===== config.mk =====
export PLATFORM = sky130hd
export DESIGN_NAME = bitstream_field_writer
export DESIGN_NICKNAME = d
export VERILOG_FILES = /design/src/hdl/bfw_pkg.sv /design/src/hdl/bfw_front.sv /design/src/hdl/bfw_queue.sv /design/src/hdl/bfw_back.sv /design/src/hdl/bitstream_field_writer.sv
export SDC_FILE = /design/constraint.sdc
export NUM_CORES = 1
export LEC_CHECK = 0
export ABC_CLOCK_PERIOD_IN_PS = 6770
export BUFFER_PORTS_ARGS = -buffer_cell sky130_fd_sc_hd__buf_2
export CELL_PAD_IN_SITES_DETAIL_PLACEMENT = 1
export CELL_PAD_IN_SITES_GLOBAL_PLACEMENT = 1
export CORE_UTILIZATION = 40
export DETAILED_ROUTE_END_ITERATION = 8
export PLACE_DENSITY_LB_ADDON = 0.12
export SLEW_MARGIN = 30
export SYNTH_ARGS = -nofsm -noshare
export SYNTH_HDL_FRONTEND = slang
export SYNTH_SLANG_ARGS = --single-unit

===== constraint.sdc =====
create_clock -name clk -period 6.77 [get_ports clk]
set_input_delay 0 -clock clk [delete_from_list [all_inputs] [get_ports clk]]
set_output_delay 0 -clock clk [all_outputs]
set_load 0.1 [all_outputs]

===== src/hdl/bfw_pkg.sv =====
// ----------------------------------------------------------------------------
// bfw_pkg
// Shared types and constants of the bit field writer: command codes, the
// field entry that travels from the front end to the packer, and sizes.
// ----------------------------------------------------------------------------
package bfw_pkg;

  // Command codes on the cmd port
  localparam logic [1:0] CMD_PLAIN  = 2'd0;
  localparam logic [1:0] CMD_VARINT = 2'd1;
  localparam logic [1:0] CMD_PAD    = 2'd2;

  // Octal digits of a 32-bit number, and the widest field they make
  localparam int NumDigits = 11;
  localparam int FieldBits = 4 * NumDigits;
  // Packing window: one partial byte plus room for the widest field
  localparam int WinBits   = 56;
  // Entries in the queue between front end and packer
  localparam int QueueDepth = 4;
  localparam int QueueAw    = $clog2(QueueDepth);

  // One classified command, field bits left-justified
  typedef struct packed {
    logic                 pad;
    logic [5:0]           nbits;
    logic [FieldBits-1:0] data;
  } bfw_entry_t;

  // Packer status seen by the top level checks
  typedef struct packed {
    logic       load;
    logic [5:0] cnt;
  } bfw_back_status_t;

endpackage


===== src/hdl/bfw_front.sv =====
// ----------------------------------------------------------------------------
// bfw_front
// Classifies one command into a left-justified bit field and a bit count.
// Plain fields keep their low bits, variable-length integers become a run of
// marked octal digits, pads are passed on for the packer to size.
// ----------------------------------------------------------------------------
module bfw_front import bfw_pkg::*; #(
  parameter int VALUE_BITS = 32
) (
  input  logic        take,
  input  logic [1:0]  cmd,
  input  logic [31:0] value,
  input  logic [5:0]  width,
  output logic        wr,
  output bfw_entry_t  entry
);

  localparam int PlainCap = (VALUE_BITS < 32) ? VALUE_BITS : 32;
  localparam logic [31:0] ValueMask =
    (VALUE_BITS >= 32) ? 32'hFFFF_FFFF : 32'((64'd1 << VALUE_BITS) - 64'd1);

  logic [3*NumDigits-1:0] mv;
  logic [FieldBits-1:0]   digits;
  logic [FieldBits-1:0]   raw;
  logic [3:0]             top;
  logic [3:0]             ndig;
  logic [5:0]             wcap;
  logic [5:0]             nbits;

  // Mask the value to the number width
  assign mv = {1'b0, value & ValueMask};

  // Build every digit nibble; the lowest carries the end mark
  always_comb begin
    for (int k = 0; k < NumDigits; k++) begin
      digits[4*k +: 4] = {(k == 0), mv[3*k +: 3]};
    end
  end

  // Find the leading nonzero digit
  always_comb begin
    top = 4'd0;
    for (int k = 1; k < NumDigits; k++) begin
      if (mv[3*k +: 3] != 3'd0) begin
        top = 4'(k);
      end
    end
  end

  assign ndig = top + 4'd1;
  assign wcap = (width > 6'(PlainCap)) ? 6'(PlainCap) : width;

  // Select field bits and length per command
  always_comb begin
    raw   = '0;
    nbits = '0;
    wr    = 1'b0;
    unique case (cmd)
      CMD_PLAIN: begin
        raw   = {{(FieldBits-32){1'b0}}, value};
        nbits = wcap;
        wr    = take;
      end
      CMD_VARINT: begin
        raw   = digits;
        nbits = {ndig, 2'b00};
        wr    = take;
      end
      CMD_PAD: begin
        wr    = take;
      end
      default: begin
        wr    = 1'b0;
      end
    endcase
  end

  // Left-justify; bits above the field length fall off the top
  assign entry.pad   = (cmd == CMD_PAD);
  assign entry.nbits = nbits;
  assign entry.data  = raw << (6'(FieldBits) - nbits);

endmodule


===== src/hdl/bfw_queue.sv =====
// ----------------------------------------------------------------------------
// bfw_queue
// Short first-in first-out queue of classified commands between the front
// end and the packer. The head entry is shown while not empty.
// ----------------------------------------------------------------------------
module bfw_queue import bfw_pkg::*; (
  input  logic       clk,
  input  logic       rst,
  input  logic       wr,
  input  bfw_entry_t wdata,
  output logic       full,
  input  logic       rd,
  output logic       valid,
  output bfw_entry_t rdata
);

  bfw_entry_t           slots [QueueDepth];
  logic [QueueAw-1:0]   wp;
  logic [QueueAw-1:0]   rp;
  logic [QueueAw:0]     count;

  assign full  = (count == (QueueAw+1)'(QueueDepth));
  assign valid = (count != '0);
  assign rdata = slots[rp];

  // Store incoming entries
  always_ff @(posedge clk) begin
    if (wr && !full) begin
      slots[wp] <= wdata;
    end
  end

  // Advance pointers and occupancy
  always_ff @(posedge clk) begin
    if (rst) begin
      wp    <= '0;
      rp    <= '0;
      count <= '0;
    end else begin
      if (wr && !full) begin
        wp <= wp + 1'b1;
      end
      if (rd && valid) begin
        rp <= rp + 1'b1;
      end
      case ({wr && !full, rd && valid})
        2'b10:   count <= count + 1'b1;
        2'b01:   count <= count - 1'b1;
        default: count <= count;
      endcase
    end
  end

endmodule


===== src/hdl/bfw_back.sv =====
// ----------------------------------------------------------------------------
// bfw_back
// Packer: merges queued fields into a bit window behind the partial byte and
// emits one completed byte per cycle into the output register while free.
// ----------------------------------------------------------------------------
module bfw_back import bfw_pkg::*; (
  input  logic             clk,
  input  logic             rst,
  input  logic             q_valid,
  input  bfw_entry_t       q_data,
  output logic             q_rd,
  output logic [7:0]       out_byte,
  output logic             last,
  output logic             empty,
  input  logic             pop,
  output bfw_back_status_t status
);

  logic [WinBits-1:0] win;
  logic [WinBits-1:0] win_next;
  logic [5:0]         cnt;
  logic [5:0]         cnt_next;
  logic               ovalid;
  logic               emit;
  logic [WinBits-1:0] base_win;
  logic [5:0]         base_cnt;
  logic [5:0]         add_bits;
  logic [FieldBits-1:0] add_data;

  // Emit a byte when one is complete and the output slot frees up
  assign emit     = (cnt >= 6'd8) && (!ovalid || pop);
  assign base_win = emit ? (win << 8) : win;
  assign base_cnt = emit ? (cnt - 6'd8) : cnt;
  assign q_rd     = q_valid && (base_cnt < 6'd8);

  // Pads fill up to the next byte boundary
  always_comb begin
    if (q_data.pad) begin
      add_bits = {3'b000, 3'd0 - base_cnt[2:0]};
      add_data = '0;
    end else begin
      add_bits = q_data.nbits;
      add_data = q_data.data;
    end
  end

  // Merge the next field behind the pending bits
  always_comb begin
    win_next = base_win;
    cnt_next = base_cnt;
    if (q_rd) begin
      win_next = base_win | ({add_data, {(WinBits-FieldBits){1'b0}}} >> base_cnt[2:0]);
      cnt_next = base_cnt + add_bits;
    end
  end

  always_ff @(posedge clk) begin
    if (rst) begin
      win <= '0;
      cnt <= '0;
    end else begin
      win <= win_next;
      cnt <= cnt_next;
    end
  end

  // Hold the result until popped
  always_ff @(posedge clk) begin
    if (rst) begin
      ovalid <= 1'b0;
    end else if (emit) begin
      ovalid <= 1'b1;
    end else if (pop) begin
      ovalid <= 1'b0;
    end
  end

  always_ff @(posedge clk) begin
    if (emit) begin
      out_byte <= win[WinBits-1 -: 8];
      last     <= (cnt < 6'd16);
    end
  end

  assign empty       = !ovalid;
  assign status.load = q_rd;
  assign status.cnt  = cnt;

endmodule


===== src/hdl/bitstream_field_writer.sv =====
// ----------------------------------------------------------------------------
// bitstream_field_writer
// Packs bit fields MSB first into a byte stream.
//
// Input queue: a command (cmd, value, width) is taken at a clock edge with
// push high and full low. Plain fields write the low width bits of value,
// variable-length integers write marked octal digits, pads align to a byte.
// Result queue: while empty is low, out_byte and last show the oldest byte;
// pop takes it. last flags the final byte a command completed.
// The first byte of a command passes through the queue, the packer's bit
// window and its single output register, which takes one byte per cycle
// while the receiver keeps popping.
// A four-entry queue sits between the classifier and the packer.
// Reset empties both queues and clears the partial byte and its bit offset.
// When the receiver stalls, the packer holds its bytes, the queue fills and
// full rises; no byte is lost or repeated.
// ----------------------------------------------------------------------------
module bitstream_field_writer import bfw_pkg::*; #(
  parameter int VALUE_BITS = 32
) (
  input  logic        clk,
  input  logic        rst,
  input  logic        push,
  output logic        full,
  input  logic [1:0]  cmd,
  input  logic [31:0] value,
  input  logic [5:0]  width,
  output logic        empty,
  input  logic        pop,
  output logic [7:0]  out_byte,
  output logic        last
);

  logic             fe_wr;
  bfw_entry_t       fe_entry;
  logic             q_valid;
  logic             q_rd;
  bfw_entry_t       q_data;
  bfw_back_status_t bk_status;

  // Classify incoming transactions
  bfw_front #(
    .VALUE_BITS(VALUE_BITS)
  ) u_front (
    .take  (push && !full),
    .cmd   (cmd),
    .value (value),
    .width (width),
    .wr    (fe_wr),
    .entry (fe_entry)
  );

  // Decouple front end and packer
  bfw_queue u_queue (
    .clk   (clk),
    .rst   (rst),
    .wr    (fe_wr),
    .wdata (fe_entry),
    .full  (full),
    .rd    (q_rd),
    .valid (q_valid),
    .rdata (q_data)
  );

  // Pack and emit bytes
  bfw_back u_back (
    .clk      (clk),
    .rst      (rst),
    .q_valid  (q_valid),
    .q_data   (q_data),
    .q_rd     (q_rd),
    .out_byte (out_byte),
    .last     (last),
    .empty    (empty),
    .pop      (pop),
    .status   (bk_status)
  );

  // Pending bits never exceed one partial byte plus the widest field
  a_cnt_bound: assert property (@(posedge clk) disable iff (rst)
    bk_status.cnt <= 6'(FieldBits + 7))
    else $error("packer bit count out of range");

  // The packer only leaves a queued field waiting while it holds a full byte
  a_no_idle_stall: assert property (@(posedge clk) disable iff (rst)
    (q_valid && !bk_status.load) |-> (bk_status.cnt >= 6'd8))
    else $error("packer stalled with no byte to emit");

  // Reset leaves no result waiting
  a_reset_empty: assert property (@(posedge clk)
    $past(rst) |-> empty)
    else $error("result present right after reset");

endmodule


# After elaboration in Yosys (flattened, before gate mapping)
# Memory sizes are Yosys's and may differ from the RTL's. A register that Yosys moved wholly into a read port is not among the register bits.
# Cells that the tools add are included.
[totals]
word_cells = 80
mem_count = 1
input_bits = 44
output_inout_bits = 11
register_bits = 79
ram_bits = 204
[classes]
reduce_logical = 23
n_bitwise = 1
shifts = 2
eq_ne = 5
n_mux = 27
order_cmp = 4
n_addsub = 9
[mem_list]
columns = ["name", "depth", "word_bits", "rd", "rd_ports_with_merged_regs", "write_ports", "line", "text"]
rows = [
  ["u_queue.slots", 4, 51, 1, 1, 1, "bfw_queue.sv:17", "bfw_entry_t slots [QueueDepth];"],
]
[op_table]
columns = ["cell", "n"]
rows = [
  ["two-way mux 56 bit", 2],
  ["case mux 42 bit (2 select lines)", 1],
  ["bitwise OR 56 bit", 1],
  [">> shifter 56 x 3 -> 56 bit", 1],
  ["two-way mux 44 bit", 1],
  ["<< shifter 42 x 6 -> 44 bit", 1],
  ["nonzero test 3 bit", 11],
  ["two-way mux 6 bit", 4],
  ["two-way mux 3 bit", 4],
  ["two-way mux 4 bit", 3],
  ["case mux 6 bit (2 select lines)", 1],
  ["two-way mux 2 bit", 4],
  ["adder 6 bit", 1],
  [">= comparator 6 x 4 -> 1 bit (second input constant)", 1],
  ["> comparator 6 bit (second input constant)", 1],
  ["less-than comparator 6 x 4 -> 1 bit (second input constant)", 1],
  ["less-than comparator 6 x 5 -> 1 bit (second input constant)", 1],
  ["two-way mux 1 bit", 6],
  ["case mux 3 bit (2 select lines)", 1],
  ["subtractor 6 x 4 -> 6 bit (second input constant)", 1],
  ["subtractor 6 bit (first input constant)", 1],
  ["logical AND 1 bit", 5],
  ["adder 2 x 1 -> 2 bit (second input constant)", 2],
  ["adder 4 x 1 -> 4 bit (second input constant)", 1],
  ["11 further kinds", 15],
]

# Logic depth before layout (Yosys ltp)
[depth]
ltp_word = 15
depth_mapped = 18
ltp_nobuf = 15

# Hierarchy
# From an unflattened synthesis, not the netlist that was laid out.
[unflattened]
cells_unflattened = 1309
hier_area_um2 = 15666.3
[modules_own_cells]
columns = ["mod", "instances", "cells_each", "seq_area_each_um2", "area_per_inst_um2"]
rows = [
  ["bfw_queue", 1, 319, 6306.0, 7893.8],
  ["bfw_back", 1, 511, 1531.5, 4788.3],
  ["bfw_front", 1, 478, 0.0, 2970.3],
  ["bitstream_field_writer", 1, 1, 0.0, 13.8],
]

# Worst setup path after synthesis
# No wires, ideal clock.
[synth_timing]
path_kind = "register to register"
start = "reg u_back.cnt[1]"
end = "reg u_queue.count[2]"
arrival_ns = 3.452
n_path_buf = 4
path_stages_with_launch = 17
period_less_slack_ns = 3.523
t_required_ns = 6.699
setup_time_ns = 0.071
path_slack_ns = 3.247
path_cell_list = "dfxtp_1 -> clkbuf_1 -> or4b_2 -> a21o_1 -> buf_2 -> inv_2 -> nand2_1 -> o22ai_1 -> and2_1 -> buf_2 -> buf_2 -> ha_1 -> inv_1 -> fa_1 -> xor2_1 -> or3_1 -> a21oi_1"
[synth_lines]
columns = ["element", "line", "text"]
rows = [
  ["start: declaration", "bfw_back.sv:21", "logic [5:0] cnt;"],
  ["start signal: assignment", "bfw_back.sv:63", "cnt <= cnt_next;"],
  ["end signal: assignment", "bfw_queue.sv:47", "2'b10: count <= count + 1'b1;"],
  ["end signal: assignment", "bfw_queue.sv:48", "2'b01: count <= count - 1'b1;"],
  ["end signal: assignment", "bfw_queue.sv:49", "default: count <= count;"],
  ["end: declaration", "bfw_queue.sv:20", "logic [QueueAw:0] count;"],
]

==> summary.md <==
| Metric | Value |
|---|---|
| Status | `completed` |
| Post-CTS setup repair buffer count | `0` |
| Synth Flop Type | `edfxtp_1` |
| Wire per inst | `22.0 um` |
| Total wire length | `44.0 mm` |
| CP arrival | `roughly 4.4 ns` |
| Max_cap viols | `0` |
| Initial Util | `about two fifths` |
| Syn_nets | `1,509` |
| Flops & latches, synth | `285` |
| DR vias | `11,464` |
| Critical Path Sink Type | `flip-flop` |
| Reg2reg setup slack | `between 2 and 3 ns` |
| Antenna viol nets, final | `0` |
| Reg2reg path depth | `15` |
| Initial antenna violation count | `0` |
| # diodes | `0` |
| Worst VDD drop | `0.209 mV` |
| Final period util | `61.2%` |
| Slew @ Worst Pin | `0.927 ns` |
| PwrDens | `349 nW/um2` |
| Final setup violation count | `0` |
| Post-layout net count | `1,514` |
| Ys Warns | `0` |
| Post-cts hold buffer count | `2` |
| Final slew viol count | `0` |
| CP max FO | `39` |
| GR Util All Layers | `22.5%` |
| Worst path cell trace | `buf_2 > or3_1 > a211oi_1 > or2_1 > nand2_1 > nand2_1 > a21oi_1 > ha_1 > nand2_1 > a21oi_1 > xnor2_1 > nor2_2 > buf_4 > nand3_1 > a2bb2oi_1 > and2_1 > a211oi_1` |
| Min Tclk post-route | `4.14 ns` |
| Die Y | `200 um` |
| Slowest stage delay, CP | `about 0.50 ns` |
| Setup TNS | `0 ns` |
| Global-route wire length before repair | `69.2 mm` |
| Pre-antenna DRT Iters | `5` |
| Most frequent CP cell | `nand2_1` |
| CTS H-tree depth | `1` |
| CP top delay family | `compound AO/OA/AOI/OAI gates` |
| WP buf/inv | `2` |
| Clock-pin slew on the worst setup and hold paths | `0.07 ns` |
| Leak | `roughly 0.0065 uW` |
| FF-to-FF Start | `u_back.cnt[4]` |
| Mapped cell area | `roughly 16,000 um2` |
| Worst hold path class | `primary input to flip-flop` |
| CTS tree | `built` |
| Area Growth Syn to Fin | `11.0%` |
| Area after DPL | `~16,000 um2` |
| Sequential share of the synthesized area | `50.1%` |
| TritonCTS Buffers | `31` |
| Rows | `roughly 70` |
| Dpl hpwl | `30.4 mm` |
| GPL Wtd Cong | `0.874` |
| RSZ-0062 raised after global routing | `false` |
| Final hold violation count | `0` |
| Hold EP | `u_back.win[7]` |
| Netlist cell types | `76` |
| CP max stage cell | `a21oi_1` |
| Ys async rst share | `0%` |
| Clock tree buffer depth | `3` |
| Number of global-route vias before repair | `11,853` |
| Rel. slew slack | `about two fifths` |
| DRC viols | `0` |
| Cell area after layout | `approximately 17,000 um2` |
| Post_cts resized | `0` |
| Skew-Pair Late Insertion Delay | `slightly below 0.6 ns` |
| R2R Path End | `u_queue.count[2]` |
| GRT Residual Overflow | `0` |
| Worst Hold Launch | `rst` |
| Post-Syn Instances | `1,448` |
| Synth Area per Inst | `between 10 and 15 um2` |
| # IOs | `55` |
| IO buf count | `54` |
| Clock Sinks | `285` |
| Register area | `7840 um2` |
| Largest net degree at the start of global routing | `slightly below 70` |
| Initial DRC count | `733` |
| Core Box Area | `38,600 um2` |
| Multi-input gate area | `7270 um2` |
| Die width | `about 200 um` |
| Startpoint types | `primary input` |
| Vias/cell | `5.75` |
| Die area | `39,900 um2` |
| Fillers | `4,255` |
| Peak Freq | `241 MHz` |
| WHS Path Cells | `3` |
| Final clock skew | `between 0.02 and 0.025 ns` |
| Worst Path Required | `roughly 7.1 ns` |
| EDFF count, synth | `213` |
| Root Buffer Master | `clkbuf_16` |
| CP Class | `primary input to flip-flop` |
| Share of layout cells above drive strength 1 | `15.7%` |
## report_power, final
group | switching, uW | total [uW] | internal, uW
Sequential | 111 | 2230 | 2120
Combinational | 1460 | 2150 | 695
Clock | 712 | 1670 | 961
## cell usage after synthesis, drive strengths merged (3+ instances only)
library cell,instances,area share (%)
or2,6,0.24
nand3,35,1.1
nor4b,3,0.30
and2,18,0.72
mux2,19,1.4
o21ai,72,2.3
ha,15,1.2
o211ai,4,0.19
clkbuf,65,1.6
o211a,5,0.32
o22ai,5,0.20
nand2,225,5.4
nor2,146,3.5
a211o,9,0.50
a22oi,3,0.14
dfxtp,72,9.2
nor3b,4,0.22
a2bb2oi,9,0.54
a31oi,50,2.0
inv,23,0.55
a21oi,41,1.3
xnor2,6,0.34
and3,13,0.52
a311o,3,0.19
a311oi,18,1.0
a21o,8,0.38
a211oi,16,0.77
mux4,52,7.5
edfxtp,213,41
nor3,23,0.80
nand2b,18,0.72
mux2i,132,8.5
xor2,8,0.45
o221ai,8,0.45
or3,12,0.48
buf,46,1.4
nor2b,9,0.36
## worst max path at each step
stage | depth (start not counted) | from | endpoint | slack [ns]
after detailed placement | 17 | value[15] | u_queue.slots[1][26] | 2.08
after CTS | 17 | value[15] | u_queue.slots[0][26] | 2.68
after global routing | 17 | value[15] | u_queue.slots[2][26] | 2.35
final | 17 | value[15] | u_queue.slots[0][26] | 2.63
after global placement | 16 | value[15] | u_queue.slots[0][27] | 1.98
after floorplan | 16 | u_back.cnt[1] | u_queue.count[2] | 3.25
## through the flow
stage / power [uW] / worst slack (ns) / hold WS (ns) / cells / utilization (%)
finish: 6060 / 2.63 / 0.0805 / 1994 / 45.0
CTS: 6130 / 2.68 / 0.0485 / 1994 / 45.0
floorplan: 3880 / 3.25 / 0.217 / 1448 / -
global placement: 4420 / 1.98 / 0.346 / 1936 / 42.3
global route: 6410 / 2.35 / 0.0884 / 1994 / 45.0
detailed placement: 4450 / 2.08 / 0.369 / 1936 / 42.3
## state kept, by name, indices dropped and copies added (netlist names), named ones only
signal           flops
u_back.win          56
u_queue.count        3
u_queue.wp           2
u_back.ovalid        1
u_queue.slots      204
u_back.last          1
u_queue.rp           2
u_back.out_byte      8
u_back.cnt           6
## cell families (layout without fill, tap and decap cells)
logic type	after synthesis	after routing	synth area share [%]
compound gates	273	273	11.8
xor+xnor	14	14	0.784
fa+ha+maj	17	17	1.46
buf+inv	134	162	3.51
flops	285	285	50.1
mux	203	203	17.3
simple gates	522	522	15.0
## cell usage in the layout, fill, tap and decap left out, types with 7 or more instances in the layout
cell type,n
clkbuf_16,32
and2_1,12
and3_1,13
a21o_1,8
nand2b_1,17
a2bb2oi_1,7
or3_1,12
a21oi_1,41
nand3_1,35
ha_1,15
o21ai_0,72
mux2i_1,132
buf_4,27
edfxtp_1,213
a31oi_1,50
o221ai_1,8
xor2_1,8
dfxtp_1,69
a211oi_1,16
mux2_2,18
a211o_1,9
inv_1,20
nor2b_1,9
buf_2,54
nand2_1,224
nor2_1,144
nor3_1,21
a311oi_1,18
clkinv_2,7
mux4_2,52
## routing by layer
layer | routed length, um | part of all wire (%) | track usage, % | vias up
li1 | - | - | - | 5383
met1 | 20700 | 47 | 31.0 | 5802
met2 | 20600 | 47 | 37.1 | 208
met3 | 1600 | 3.6 | 3.12 | 71
met4 | 1070 | 2.4 | 6.39 | 0
met5 | 0 | 0 | 0 | -
## area by class of cell
| type | instances | area share, % |
|---|---|---|
| Tap cell | 518 | 3.74 |
| Clock inverter | 21 | 1.03 |
| Multi-Input combinational cell | 1029 | 41.9 |
| Sequential cell | 285 | 45.2 |
| Timing Repair Buffer | 83 | 2.84 |
| Inverter | 23 | 0.498 |
| Clock buffer | 35 | 4.80 |
## worst register-to-register path, stage by stage (launching register included)
cell and delay (ns):
dfxtp_1 0.35, inv_1 0.12, ha_1 0.16, or4b_2 0.61, a21o_1 0.20, inv_2 0.04, buf_4 0.52, nand2_1 0.18
o22ai_1 0.26, and2_2 0.22, ha_1 0.18, inv_1 0.06, fa_1 0.38, xor2_1 0.16, or3_1 0.31, a21oi_1 0.14
Note: power is estimated with default switching activity, not from simulation.
